## config.mk

```make
export PLATFORM = sky130hd
export DESIGN_NAME = fixed_point_to_decimal_text
export DESIGN_NICKNAME = d
export VERILOG_FILES = /design/src/fpdt_pkg.sv /design/src/fpdt_queue.sv /design/src/fpdt_front.sv /design/src/fpdt_back.sv /design/src/fixed_point_to_decimal_text.sv
export VERILOG_INCLUDE_DIRS = /design/src /design/src/src
export SDC_FILE = /design/constraint.sdc
export NUM_CORES = 2
export LEC_CHECK = 0
export BUFFER_PORTS_ARGS = -buffer_cell sky130_fd_sc_hd__buf_4
export CORE_MARGIN = 3
export CORE_UTILIZATION = 55
export DETAILED_ROUTE_END_ITERATION = 16
export PLACE_DENSITY_LB_ADDON = 0.12
export SYNTH_ARGS = -nofsm -noshare
export SYNTH_HDL_FRONTEND = slang
export SYNTH_HIERARCHICAL = 1
export SYNTH_SLANG_ARGS = --single-unit
```

## constraint.sdc

```tcl
create_clock -name clk -period 11.4 [get_ports clk]
set_input_delay 2.28 -clock clk [delete_from_list [all_inputs] [get_ports clk]]
set_output_delay 2.28 -clock clk [all_outputs]
set_load 0.05 [all_outputs]
```

## src/fixed_point_to_decimal_text_macros.svh

```systemverilog
// assertion macros used by the rtl file fpdt_back
`ifndef FIXED_POINT_TO_DECIMAL_TEXT_MACROS_SVH
`define FIXED_POINT_TO_DECIMAL_TEXT_MACROS_SVH

`ifndef SYNTH
// pre holds in a cycle -> post holds in the same cycle
`define ASSERT_IMPLY(label, clk, rst_n, pre, post) \
    label: assert property (@(posedge clk) disable iff (!rst_n) (pre) |-> (post)) \
        else $error("assertion failed");
// pre holds in a cycle -> post holds in the next cycle
`define ASSERT_NEXT(label, clk, rst_n, pre, post) \
    label: assert property (@(posedge clk) disable iff (!rst_n) (pre) |=> (post)) \
        else $error("assertion failed");
`else
`define ASSERT_IMPLY(label, clk, rst_n, pre, post)
`define ASSERT_NEXT(label, clk, rst_n, pre, post)
`endif

`endif

```

## src/fpdt_pkg.sv

```systemverilog
package fpdt_pkg;

    localparam logic [6:0] CH_ZERO  = 7'h30;
    localparam logic [6:0] CH_POINT = 7'h2E;
    localparam logic [6:0] CH_MINUS = 7'h2D;
    localparam logic [6:0] CH_SPACE = 7'h20;

    localparam logic [3:0] INT_WIDTH_MAX   = 4'd10;
    localparam logic [3:0] MAX_FRAC_DIGITS = 4'd9;

    // index of the last double-dabble pass, 16 passes of two bits cover 32 bits
    localparam logic [3:0] CONV_LAST_STEP = 4'd15;

    // one converted number waiting for the text serializer
    typedef struct packed {
        logic [39:0] int_bcd;   // ten bcd digits, least significant lowest
        logic [35:0] frac_bcd;  // nine bcd digits
        logic        neg;
        logic [3:0]  pad;       // leading spaces
        logic [3:0]  size;      // integer digits, 1..10
        logic [3:0]  fdig;      // fraction digits, 0..9
        logic        ovf;
    } fpdt_entry_t;

    function automatic logic [29:0] pow10(input logic [3:0] n);
        logic [29:0] r;
        unique case (n)
            4'd0:    r = 30'd1;
            4'd1:    r = 30'd10;
            4'd2:    r = 30'd100;
            4'd3:    r = 30'd1000;
            4'd4:    r = 30'd10000;
            4'd5:    r = 30'd100000;
            4'd6:    r = 30'd1000000;
            4'd7:    r = 30'd10000000;
            4'd8:    r = 30'd100000000;
            4'd9:    r = 30'd1000000000;
            default: r = 30'd1;
        endcase
        return r;
    endfunction

    // one double-dabble step: add 3 to digits >= 5, then shift in a bit
    function automatic logic [39:0] dd_step(input logic [39:0] bcd, input logic b);
        logic [39:0] adj;
        for (int i = 0; i < 10; i++) begin
            adj[i*4 +: 4] = (bcd[i*4 +: 4] >= 4'd5) ? (bcd[i*4 +: 4] + 4'd3)
                                                    : bcd[i*4 +: 4];
        end
        return {adj[38:0], b};
    endfunction

endpackage

```

## src/fpdt_queue.sv

```systemverilog
module fpdt_queue
    import fpdt_pkg::*;
(
    input  logic        clk,
    input  logic        rst_n,
    input  logic        push_valid,
    output logic        push_ready,
    input  fpdt_entry_t push_data,
    output logic        pop_valid,
    input  logic        pop_ready,
    output fpdt_entry_t pop_data
);

    fpdt_entry_t slot_reg [2];
    logic        wr_ptr_reg;
    logic        rd_ptr_reg;
    logic [1:0]  count_reg;
    logic        do_push;
    logic        do_pop;

    assign push_ready = (count_reg != 2'd2);
    assign pop_valid  = (count_reg != 2'd0);
    assign pop_data   = slot_reg[rd_ptr_reg];
    assign do_push    = push_valid && push_ready;
    assign do_pop     = pop_valid && pop_ready;

    always_ff @(posedge clk or negedge rst_n)
    begin
        if (!rst_n)
        begin
            wr_ptr_reg <= 1'b0;
            rd_ptr_reg <= 1'b0;
            count_reg  <= 2'd0;
        end
        else
        begin
            if (do_push)
            begin
                wr_ptr_reg <= ~wr_ptr_reg;
            end
            if (do_pop)
            begin
                rd_ptr_reg <= ~rd_ptr_reg;
            end
            if (do_push && !do_pop)
            begin
                count_reg <= count_reg + 2'd1;
            end
            else if (do_pop && !do_push)
            begin
                count_reg <= count_reg - 2'd1;
            end
        end
    end

    always_ff @(posedge clk)
    begin
        if (do_push)
        begin
            slot_reg[wr_ptr_reg] <= push_data;
        end
    end

endmodule

```

## src/fpdt_front.sv

```systemverilog
module fpdt_front
    import fpdt_pkg::*;
(
    input  logic               clk,
    input  logic               rst_n,
    input  logic               in_valid,
    output logic               in_ready,
    input  logic signed [31:0] value,
    input  logic signed [5:0]  binary_exponent,
    input  logic [3:0]         int_width,
    input  logic [3:0]         frac_digits,
    output logic               push_valid,
    input  logic               push_ready,
    output fpdt_entry_t        push_data
);

    typedef enum logic [4:0] {
        ST_IDLE  = 5'b00001,
        ST_MUL   = 5'b00010,
        ST_SHIFT = 5'b00100,
        ST_CONV  = 5'b01000,
        ST_PUSH  = 5'b10000
    } front_state_t;

    front_state_t state_reg, state_next;

    logic        neg_reg;
    logic        shr_reg;
    logic [5:0]  sh_reg;
    logic        ovf_reg;
    logic [3:0]  width_reg;
    logic [3:0]  fdig_reg;
    logic [31:0] ibin_reg;
    logic [31:0] fbin_reg;
    logic [61:0] prod_reg;
    logic [39:0] ibcd_reg;
    logic [39:0] fbcd_reg;
    logic [3:0]  step_reg;

    logic [31:0] value_u;
    logic [5:0]  exp_u;
    logic [31:0] mag_c;
    logic        shr_c;
    logic [5:0]  sh_c;
    logic [32:0] mag33_c;
    logic [32:0] rmask_c;
    logic [62:0] lsh_c;
    logic [31:0] ipart_c;
    logic [31:0] rem_c;
    logic        ovf_sh_c;
    logic [61:0] frac_wide_c;
    logic [3:0]  size_c;
    logic [3:0]  need_c;
    logic        accept;

    assign in_ready = (state_reg == ST_IDLE);
    assign accept   = in_valid && in_ready;

    // magnitude and binary point split
    always_comb
    begin
        value_u  = value;
        exp_u    = binary_exponent;
        mag_c    = value_u[31] ? (~value_u + 32'd1) : value_u;
        shr_c    = exp_u[5];
        sh_c     = shr_c ? 6'(7'd64 - {1'b0, exp_u}) : exp_u;
        mag33_c  = {1'b0, mag_c};
        rmask_c  = (33'd1 << sh_c) - 33'd1;
        lsh_c    = {31'd0, mag_c} << sh_c[4:0];
        ipart_c  = shr_c ? 32'(mag33_c >> sh_c) : lsh_c[31:0];
        rem_c    = shr_c ? 32'(mag33_c & rmask_c) : 32'd0;
        ovf_sh_c = !shr_c && (lsh_c[62:32] != 31'd0);
    end

    assign frac_wide_c = shr_reg ? (prod_reg >> sh_reg) : 62'd0;

    // integer digit count from the bcd result
    always_comb
    begin
        size_c = 4'd1;
        for (int i = 1; i < 10; i++)
        begin
            if (ibcd_reg[i*4 +: 4] != 4'd0)
            begin
                size_c = 4'(i + 1);
            end
        end
        need_c = size_c + {3'd0, neg_reg};
    end

    assign push_valid         = (state_reg == ST_PUSH);
    assign push_data.int_bcd  = ibcd_reg;
    assign push_data.frac_bcd = fbcd_reg[35:0];
    assign push_data.neg      = neg_reg;
    assign push_data.pad      = (width_reg > need_c) ? (width_reg - need_c) : 4'd0;
    assign push_data.size     = size_c;
    assign push_data.fdig     = fdig_reg;
    assign push_data.ovf      = ovf_reg || (need_c > width_reg);

    always_comb
    begin
        state_next = state_reg;
        unique case (state_reg)
            ST_IDLE:  if (accept) state_next = ST_MUL;
            ST_MUL:   state_next = ST_SHIFT;
            ST_SHIFT: state_next = ST_CONV;
            ST_CONV:  if (step_reg == CONV_LAST_STEP) state_next = ST_PUSH;
            ST_PUSH:  if (push_ready) state_next = ST_IDLE;
            default:  state_next = ST_IDLE;
        endcase
    end

    always_ff @(posedge clk or negedge rst_n)
    begin
        if (!rst_n)
        begin
            state_reg <= ST_IDLE;
            step_reg  <= 4'd0;
        end
        else
        begin
            state_reg <= state_next;
            if (state_reg == ST_CONV)
            begin
                step_reg <= step_reg + 4'd1;
            end
            else
            begin
                step_reg <= 4'd0;
            end
        end
    end

    always_ff @(posedge clk)
    begin
        unique case (state_reg)
            ST_IDLE:
            begin
                if (accept)
                begin
                    neg_reg   <= value_u[31];
                    shr_reg   <= shr_c;
                    sh_reg    <= sh_c;
                    ovf_reg   <= ovf_sh_c;
                    width_reg <= (int_width > INT_WIDTH_MAX) ? INT_WIDTH_MAX : int_width;
                    fdig_reg  <= (frac_digits > MAX_FRAC_DIGITS) ? MAX_FRAC_DIGITS
                                                                 : frac_digits;
                    ibin_reg  <= ipart_c;
                    fbin_reg  <= rem_c;
                end
            end
            ST_MUL:
            begin
                prod_reg <= fbin_reg * pow10(fdig_reg);
            end
            ST_SHIFT:
            begin
                fbin_reg <= {2'd0, frac_wide_c[29:0]};
                ibcd_reg <= 40'd0;
                fbcd_reg <= 40'd0;
            end
            ST_CONV:
            begin
                ibcd_reg <= dd_step(dd_step(ibcd_reg, ibin_reg[31]), ibin_reg[30]);
                fbcd_reg <= dd_step(dd_step(fbcd_reg, fbin_reg[31]), fbin_reg[30]);
                ibin_reg <= {ibin_reg[29:0], 2'd0};
                fbin_reg <= {fbin_reg[29:0], 2'd0};
            end
            ST_PUSH:
            begin
            end
            default:
            begin
            end
        endcase
    end

endmodule

```

## src/fpdt_back.sv

```systemverilog
`include "fixed_point_to_decimal_text_macros.svh"

module fpdt_back
    import fpdt_pkg::*;
(
    input  logic        clk,
    input  logic        rst_n,
    input  logic        pop_valid,
    output logic        pop_ready,
    input  fpdt_entry_t pop_data,
    output logic        out_valid,
    input  logic        out_ready,
    output logic [6:0]  character,
    output logic        last,
    output logic        width_overflow
);

    typedef enum logic [4:0] {
        PH_PAD   = 5'b00001,
        PH_SIGN  = 5'b00010,
        PH_INT   = 5'b00100,
        PH_POINT = 5'b01000,
        PH_FRAC  = 5'b10000
    } back_phase_t;

    back_phase_t phase_reg, phase_next;
    logic        busy_reg, busy_next;
    logic [3:0]  cnt_reg, cnt_next;
    fpdt_entry_t entry_reg, entry_next;
    logic        out_valid_reg, out_valid_next;
    logic [6:0]  char_reg, char_next;
    logic        last_reg, last_next;
    logic        ovf_reg, ovf_next;

    logic        emit;
    logic        last_c;
    logic [6:0]  char_c;
    logic [3:0]  idx_c;
    logic [3:0]  int_dig [10];
    logic [3:0]  frac_dig [9];

    always_comb
    begin
        for (int i = 0; i < 10; i++)
        begin
            int_dig[i] = entry_reg.int_bcd[i*4 +: 4];
        end
        for (int i = 0; i < 9; i++)
        begin
            frac_dig[i] = entry_reg.frac_bcd[i*4 +: 4];
        end
    end

    assign idx_c     = cnt_reg - 4'd1;
    assign pop_ready = !busy_reg;
    assign emit      = busy_reg && (!out_valid_reg || out_ready);

    assign out_valid      = out_valid_reg;
    assign character      = char_reg;
    assign last           = last_reg;
    assign width_overflow = ovf_reg;

    always_comb
    begin
        phase_next     = phase_reg;
        busy_next      = busy_reg;
        cnt_next       = cnt_reg;
        entry_next     = entry_reg;
        out_valid_next = out_valid_reg;
        char_next      = char_reg;
        last_next      = last_reg;
        ovf_next       = ovf_reg;
        char_c         = CH_SPACE;
        last_c         = 1'b0;

        if (!busy_reg && pop_valid)
        begin
            entry_next = pop_data;
            busy_next  = 1'b1;
            if (pop_data.pad != 4'd0)
            begin
                phase_next = PH_PAD;
                cnt_next   = pop_data.pad;
            end
            else if (pop_data.neg)
            begin
                phase_next = PH_SIGN;
            end
            else
            begin
                phase_next = PH_INT;
                cnt_next   = pop_data.size;
            end
        end

        unique case (phase_reg)
            PH_PAD:
            begin
                char_c = CH_SPACE;
                if (emit)
                begin
                    if (cnt_reg == 4'd1)
                    begin
                        phase_next = entry_reg.neg ? PH_SIGN : PH_INT;
                        cnt_next   = entry_reg.size;
                    end
                    else
                    begin
                        cnt_next = cnt_reg - 4'd1;
                    end
                end
            end
            PH_SIGN:
            begin
                char_c = CH_MINUS;
                if (emit)
                begin
                    phase_next = PH_INT;
                    cnt_next   = entry_reg.size;
                end
            end
            PH_INT:
            begin
                char_c = CH_ZERO + {3'd0, int_dig[idx_c]};
                last_c = (cnt_reg == 4'd1) && (entry_reg.fdig == 4'd0);
                if (emit)
                begin
                    if (cnt_reg == 4'd1)
                    begin
                        phase_next = PH_POINT;
                    end
                    else
                    begin
                        cnt_next = cnt_reg - 4'd1;
                    end
                end
            end
            PH_POINT:
            begin
                char_c = CH_POINT;
                if (emit)
                begin
                    phase_next = PH_FRAC;
                    cnt_next   = entry_reg.fdig;
                end
            end
            PH_FRAC:
            begin
                char_c = CH_ZERO + {3'd0, frac_dig[idx_c]};
                last_c = (cnt_reg == 4'd1);
                if (emit && cnt_reg != 4'd1)
                begin
                    cnt_next = cnt_reg - 4'd1;
                end
            end
            default:
            begin
                char_c = CH_SPACE;
            end
        endcase

        if (emit)
        begin
            out_valid_next = 1'b1;
            char_next      = char_c;
            last_next      = last_c;
            ovf_next       = entry_reg.ovf;
            if (last_c)
            begin
                busy_next = 1'b0;
            end
        end
        else if (out_ready)
        begin
            out_valid_next = 1'b0;
        end
    end

    always_ff @(posedge clk or negedge rst_n)
    begin
        if (!rst_n)
        begin
            phase_reg     <= PH_PAD;
            busy_reg      <= 1'b0;
            cnt_reg       <= 4'd0;
            out_valid_reg <= 1'b0;
        end
        else
        begin
            phase_reg     <= phase_next;
            busy_reg      <= busy_next;
            cnt_reg       <= cnt_next;
            out_valid_reg <= out_valid_next;
        end
    end

    always_ff @(posedge clk)
    begin
        entry_reg <= entry_next;
        char_reg  <= char_next;
        last_reg  <= last_next;
        ovf_reg   <= ovf_next;
    end

    `ASSERT_IMPLY(a_cnt_nonzero, clk, rst_n, busy_reg && (phase_reg == PH_PAD || phase_reg == PH_INT || phase_reg == PH_FRAC), cnt_reg != 4'd0)
    `ASSERT_NEXT(a_last_frees, clk, rst_n, emit && last_c, !busy_reg)
    `ASSERT_IMPLY(a_point_has_frac, clk, rst_n, busy_reg && phase_reg == PH_POINT, entry_reg.fdig != 4'd0)

endmodule

```

## src/fixed_point_to_decimal_text.sv

```systemverilog
// the front converts one number at a time (one 32x30 multiply,
// 16 two-bit double-dabble passes); the back then emits its n characters,
// with n up to 21 characters per number
// reset: rst_n is asynchronous and active low, clears all control state
module fixed_point_to_decimal_text
    import fpdt_pkg::*;
(
    input  logic               clk,
    input  logic               rst_n,
    // input channel
    input  logic               in_valid,
    output logic               in_ready,
    input  logic signed [31:0] value,
    input  logic signed [5:0]  binary_exponent,
    input  logic [3:0]         int_width,
    input  logic [3:0]         frac_digits,
    // output channel, one character per transaction
    output logic               out_valid,
    input  logic               out_ready,
    output logic [6:0]         character,
    output logic               last,
    output logic               width_overflow
);

    // converted numbers travel from the front to the back as one entry
    fpdt_entry_t push_data;
    fpdt_entry_t pop_data;
    logic        push_valid;
    logic        push_ready;
    logic        pop_valid;
    logic        pop_ready;

    // front: takes the magnitude, splits integer and fraction at the binary
    // point, scales the fraction remainder by a power of ten, then runs the
    // integer and fraction through two parallel double-dabble converters.
    // it also sizes the integer, works out padding and the overflow flag
    fpdt_front u_front (
        .clk             (clk),
        .rst_n           (rst_n),
        .in_valid        (in_valid),
        .in_ready        (in_ready),
        .value           (value),
        .binary_exponent (binary_exponent),
        .int_width       (int_width),
        .frac_digits     (frac_digits),
        .push_valid      (push_valid),
        .push_ready      (push_ready),
        .push_data       (push_data)
    );

    // two-entry queue so the front can start the next number while the
    // back is still streaming text
    fpdt_queue u_queue (
        .clk        (clk),
        .rst_n      (rst_n),
        .push_valid (push_valid),
        .push_ready (push_ready),
        .push_data  (push_data),
        .pop_valid  (pop_valid),
        .pop_ready  (pop_ready),
        .pop_data   (pop_data)
    );

    // back: walks padding, sign, integer digits, point and fraction digits,
    // one character per cycle unless out_ready holds it, into a registered output stage
    fpdt_back u_back (
        .clk            (clk),
        .rst_n          (rst_n),
        .pop_valid      (pop_valid),
        .pop_ready      (pop_ready),
        .pop_data       (pop_data),
        .out_valid      (out_valid),
        .out_ready      (out_ready),
        .character      (character),
        .last           (last),
        .width_overflow (width_overflow)
    );

endmodule

```

==> reports/results.ini <==
[status]
status = completed

[grt]
grt_use_total = 0.2935
grt_pass1_wl_um = 273100
gr-usage-met3 = 0.03532
grt_pass1_vias = 46420
busiest_layer = met2
antenna_found_initial = 7
met2_usage = 0.4902
grt_overflow_total = 0
grtUsageMet1 = 0.4010
grt_max_degree = 73

[clocking]
h-tree-depth = 2
cts_resized = 0
cts-root-buf = clkbuf_16
clk_latency_ps = 670
cts_buffers = 59
cts_tree = built
clock-sinks = 539
clock_path_buffers = 3
ctsHoldBuffers = 0
cts_setup_buffers = 0
clk_pin_slew_ps = 70

[floorplan]
num_rows = 124
fp.dieW_um = 346.4
fp.dieH_um = 346.4
core_area_um2 = 114700
die_area_um2 = 120000
initial_core_util = 0.5558
io_pins = 61

[logic_synthesis]
synth_edf_count = 492
ys_types = 97
syn_nets = 7514
yosysTopAreaCellShare = 0.2535
ys_top_cells_by_area = fa_1, edfxtp_1, ha_1
yosysMostFrequentCell = inv_1
synthFlopType = edfxtp_1
yosysTopAreaCell = fa_1
synthTopCellsByCount = inv_1, fa_1, nand2_1, and2_1, edfxtp_1
synth-seq-cells = 539
netlist_area_um2 = 63720
syn_area_per_cell_um2 = 10.13
synthArstFlopShare = 0.04453
ys_seq_area_frac = 0.2485
syn_inst = 6290
synth_warnings = 6

[detailed_routing]
drtIter0Drc = 4018
vias = 45440
wl_per_cell_um = 22.55
antenna_left = 0
drc_errors = 0
viasPerCell = 5.883
wl_um = 174200
first_pass_iters = 6

[layout]
area_growth_pct = 5.633
layout-drive-gt1-share = 0.08278
largest_reg_flops = 180
nets = 7384
fin_cells = 7723

[place]
io_buffers = 58
gp_congestion = 0.9514
placed_cells = 7611
detailed_place_hpwl_um = 136100

[critical_path]
cp.arrival_ps = 9820
cp-start-kind = register
critPathKind = register to register
endpoint_kind = register
slowest_delay_ps = 830
crit_fanout = 18
required_ps = 11780
cp_slowest_cell = edfxtp_1
worst_path_most_repeated_cell = fa_1

[timing]
drv_slew = 0
finClkSkew_ps = 45.94
max_clock_freq_mhz = 105.9
fin_crit_ps = 9443
tns_ps = 0
rsz0062_at_grt = no
hold_viol = 0
setup_violations = 0
worst_slew_pin_slew_ps = 1228
max_slew_margin = 0.1708
min_period_over_period = 0.8284

[worst_hold_path]
hold_class = register to register

[flow_run]
cap_violations = 0

final timing paths:
kind	start	slack (ps)	endpoint	depth (start not counted)
min in group asynchronous	rst_n	1540	u_back/out_valid	1
setup / recovery	u_front/fbin_reg[12]	1960	u_front/prod_reg[58]	28
max in group asynchronous	rst_n	9500	u_front/state_reg[0]	1
hold / removal	u_back/entry_reg[0]	440	u_back/width_overflow	0
setup reg to reg	u_front/fbin_reg[12]	1960	u_front/prod_reg[58]	28
hold reg to reg	u_back/entry_reg[0]	440	u_back/width_overflow	0
cell type report:
class / instances / area, um^2
fill: 9782 / 47340
antenna: 2 / 5.005
sequential: 539 / 15840
tap: 1512 / 1892
clock inverter: 34 / 360.3
timing repair buffer: 158 / 1199
inverter: 993 / 3730
multi-input combinational: 4409 / 42690
clock buffer: 76 / 1592
layer usage:
metal,share of wire,vias to the layer above,wire length (um)
li1,-,20550,-
met1,0.42,23070,73220
met2,0.48,1536,83760
met3,0.062,278,10790
met4,0.037,2,6388
met5,0.000063,-,11
layout by cell type (no fill, tap or decap), types with 17 or more instances in the layout:
master and count:
mux4_2 80, clkbuf_16 60, xor2_1 74, or3_1 27
buf_4 157, o211ai_1 28, nor2b_1 30, a22oi_1 22
nand3_1 51, o22ai_1 20, nor3_1 54, nand2_1 582
inv_1 988, dfxtp_1 21, and2_1 518, mux2_2 36
a21oi_1 280, a211oi_1 47, a21o_1 74, a21boi_0 33
nand4_1 27, nand2b_1 57, o21bai_1 21, o21ai_0 185
mux2_4 89, mux2i_1 150, edfxtp_1 492, o31ai_1 25
dfrtp_1 21, and3_1 31, xnor2_1 121, a31oi_1 28
nor2_1 235, a221o_1 17, ha_1 367, fa_1 807
nor3b_1 42, o21a_1 20
worst max-delay path, delay by kind of cell, from the launching register on:
kind / cells / cell delay [ps]
fa+ha+maj: 9 / 4080
xor+xnor: 2 / 380
flops: 1 / 830
compound gates: 9 / 2190
simple gates: 3 / 990
buf+inv: 5 / 680
cell families (layout without fill, tap and decap cells):
kind of cell / after synthesis / after routing / synth area share
compound gates: 962 / 962 / 0.09937
xor+xnor: 198 / 198 / 0.02745
fa+ha+maj: 1174 / 1174 / 0.3256
buf+inv: 1342 / 1261 / 0.08249
flops: 539 / 539 / 0.2485
mux: 357 / 357 / 0.07954
other cells: 2 / 4 / 0.0001179
simple gates: 1716 / 1716 / 0.1369
through the flow:
stage	hold WS (ps)	cell area [um^2]	worst slack, ps	util
floorplan	400.3	63720	3394	-
global placement	441.3	65360	2162	0.5700
detailed placement	428.8	65360	2077	0.5700
CTS	445.3	67310	2019	0.5871
global route	466.3	67310	1488	0.5871
finish	441.8	67310	1957	0.5871
Power is left out: the tool's default activity adds up to more than one toggle a clock period on the data nets, which glitch-free logic cannot reach.
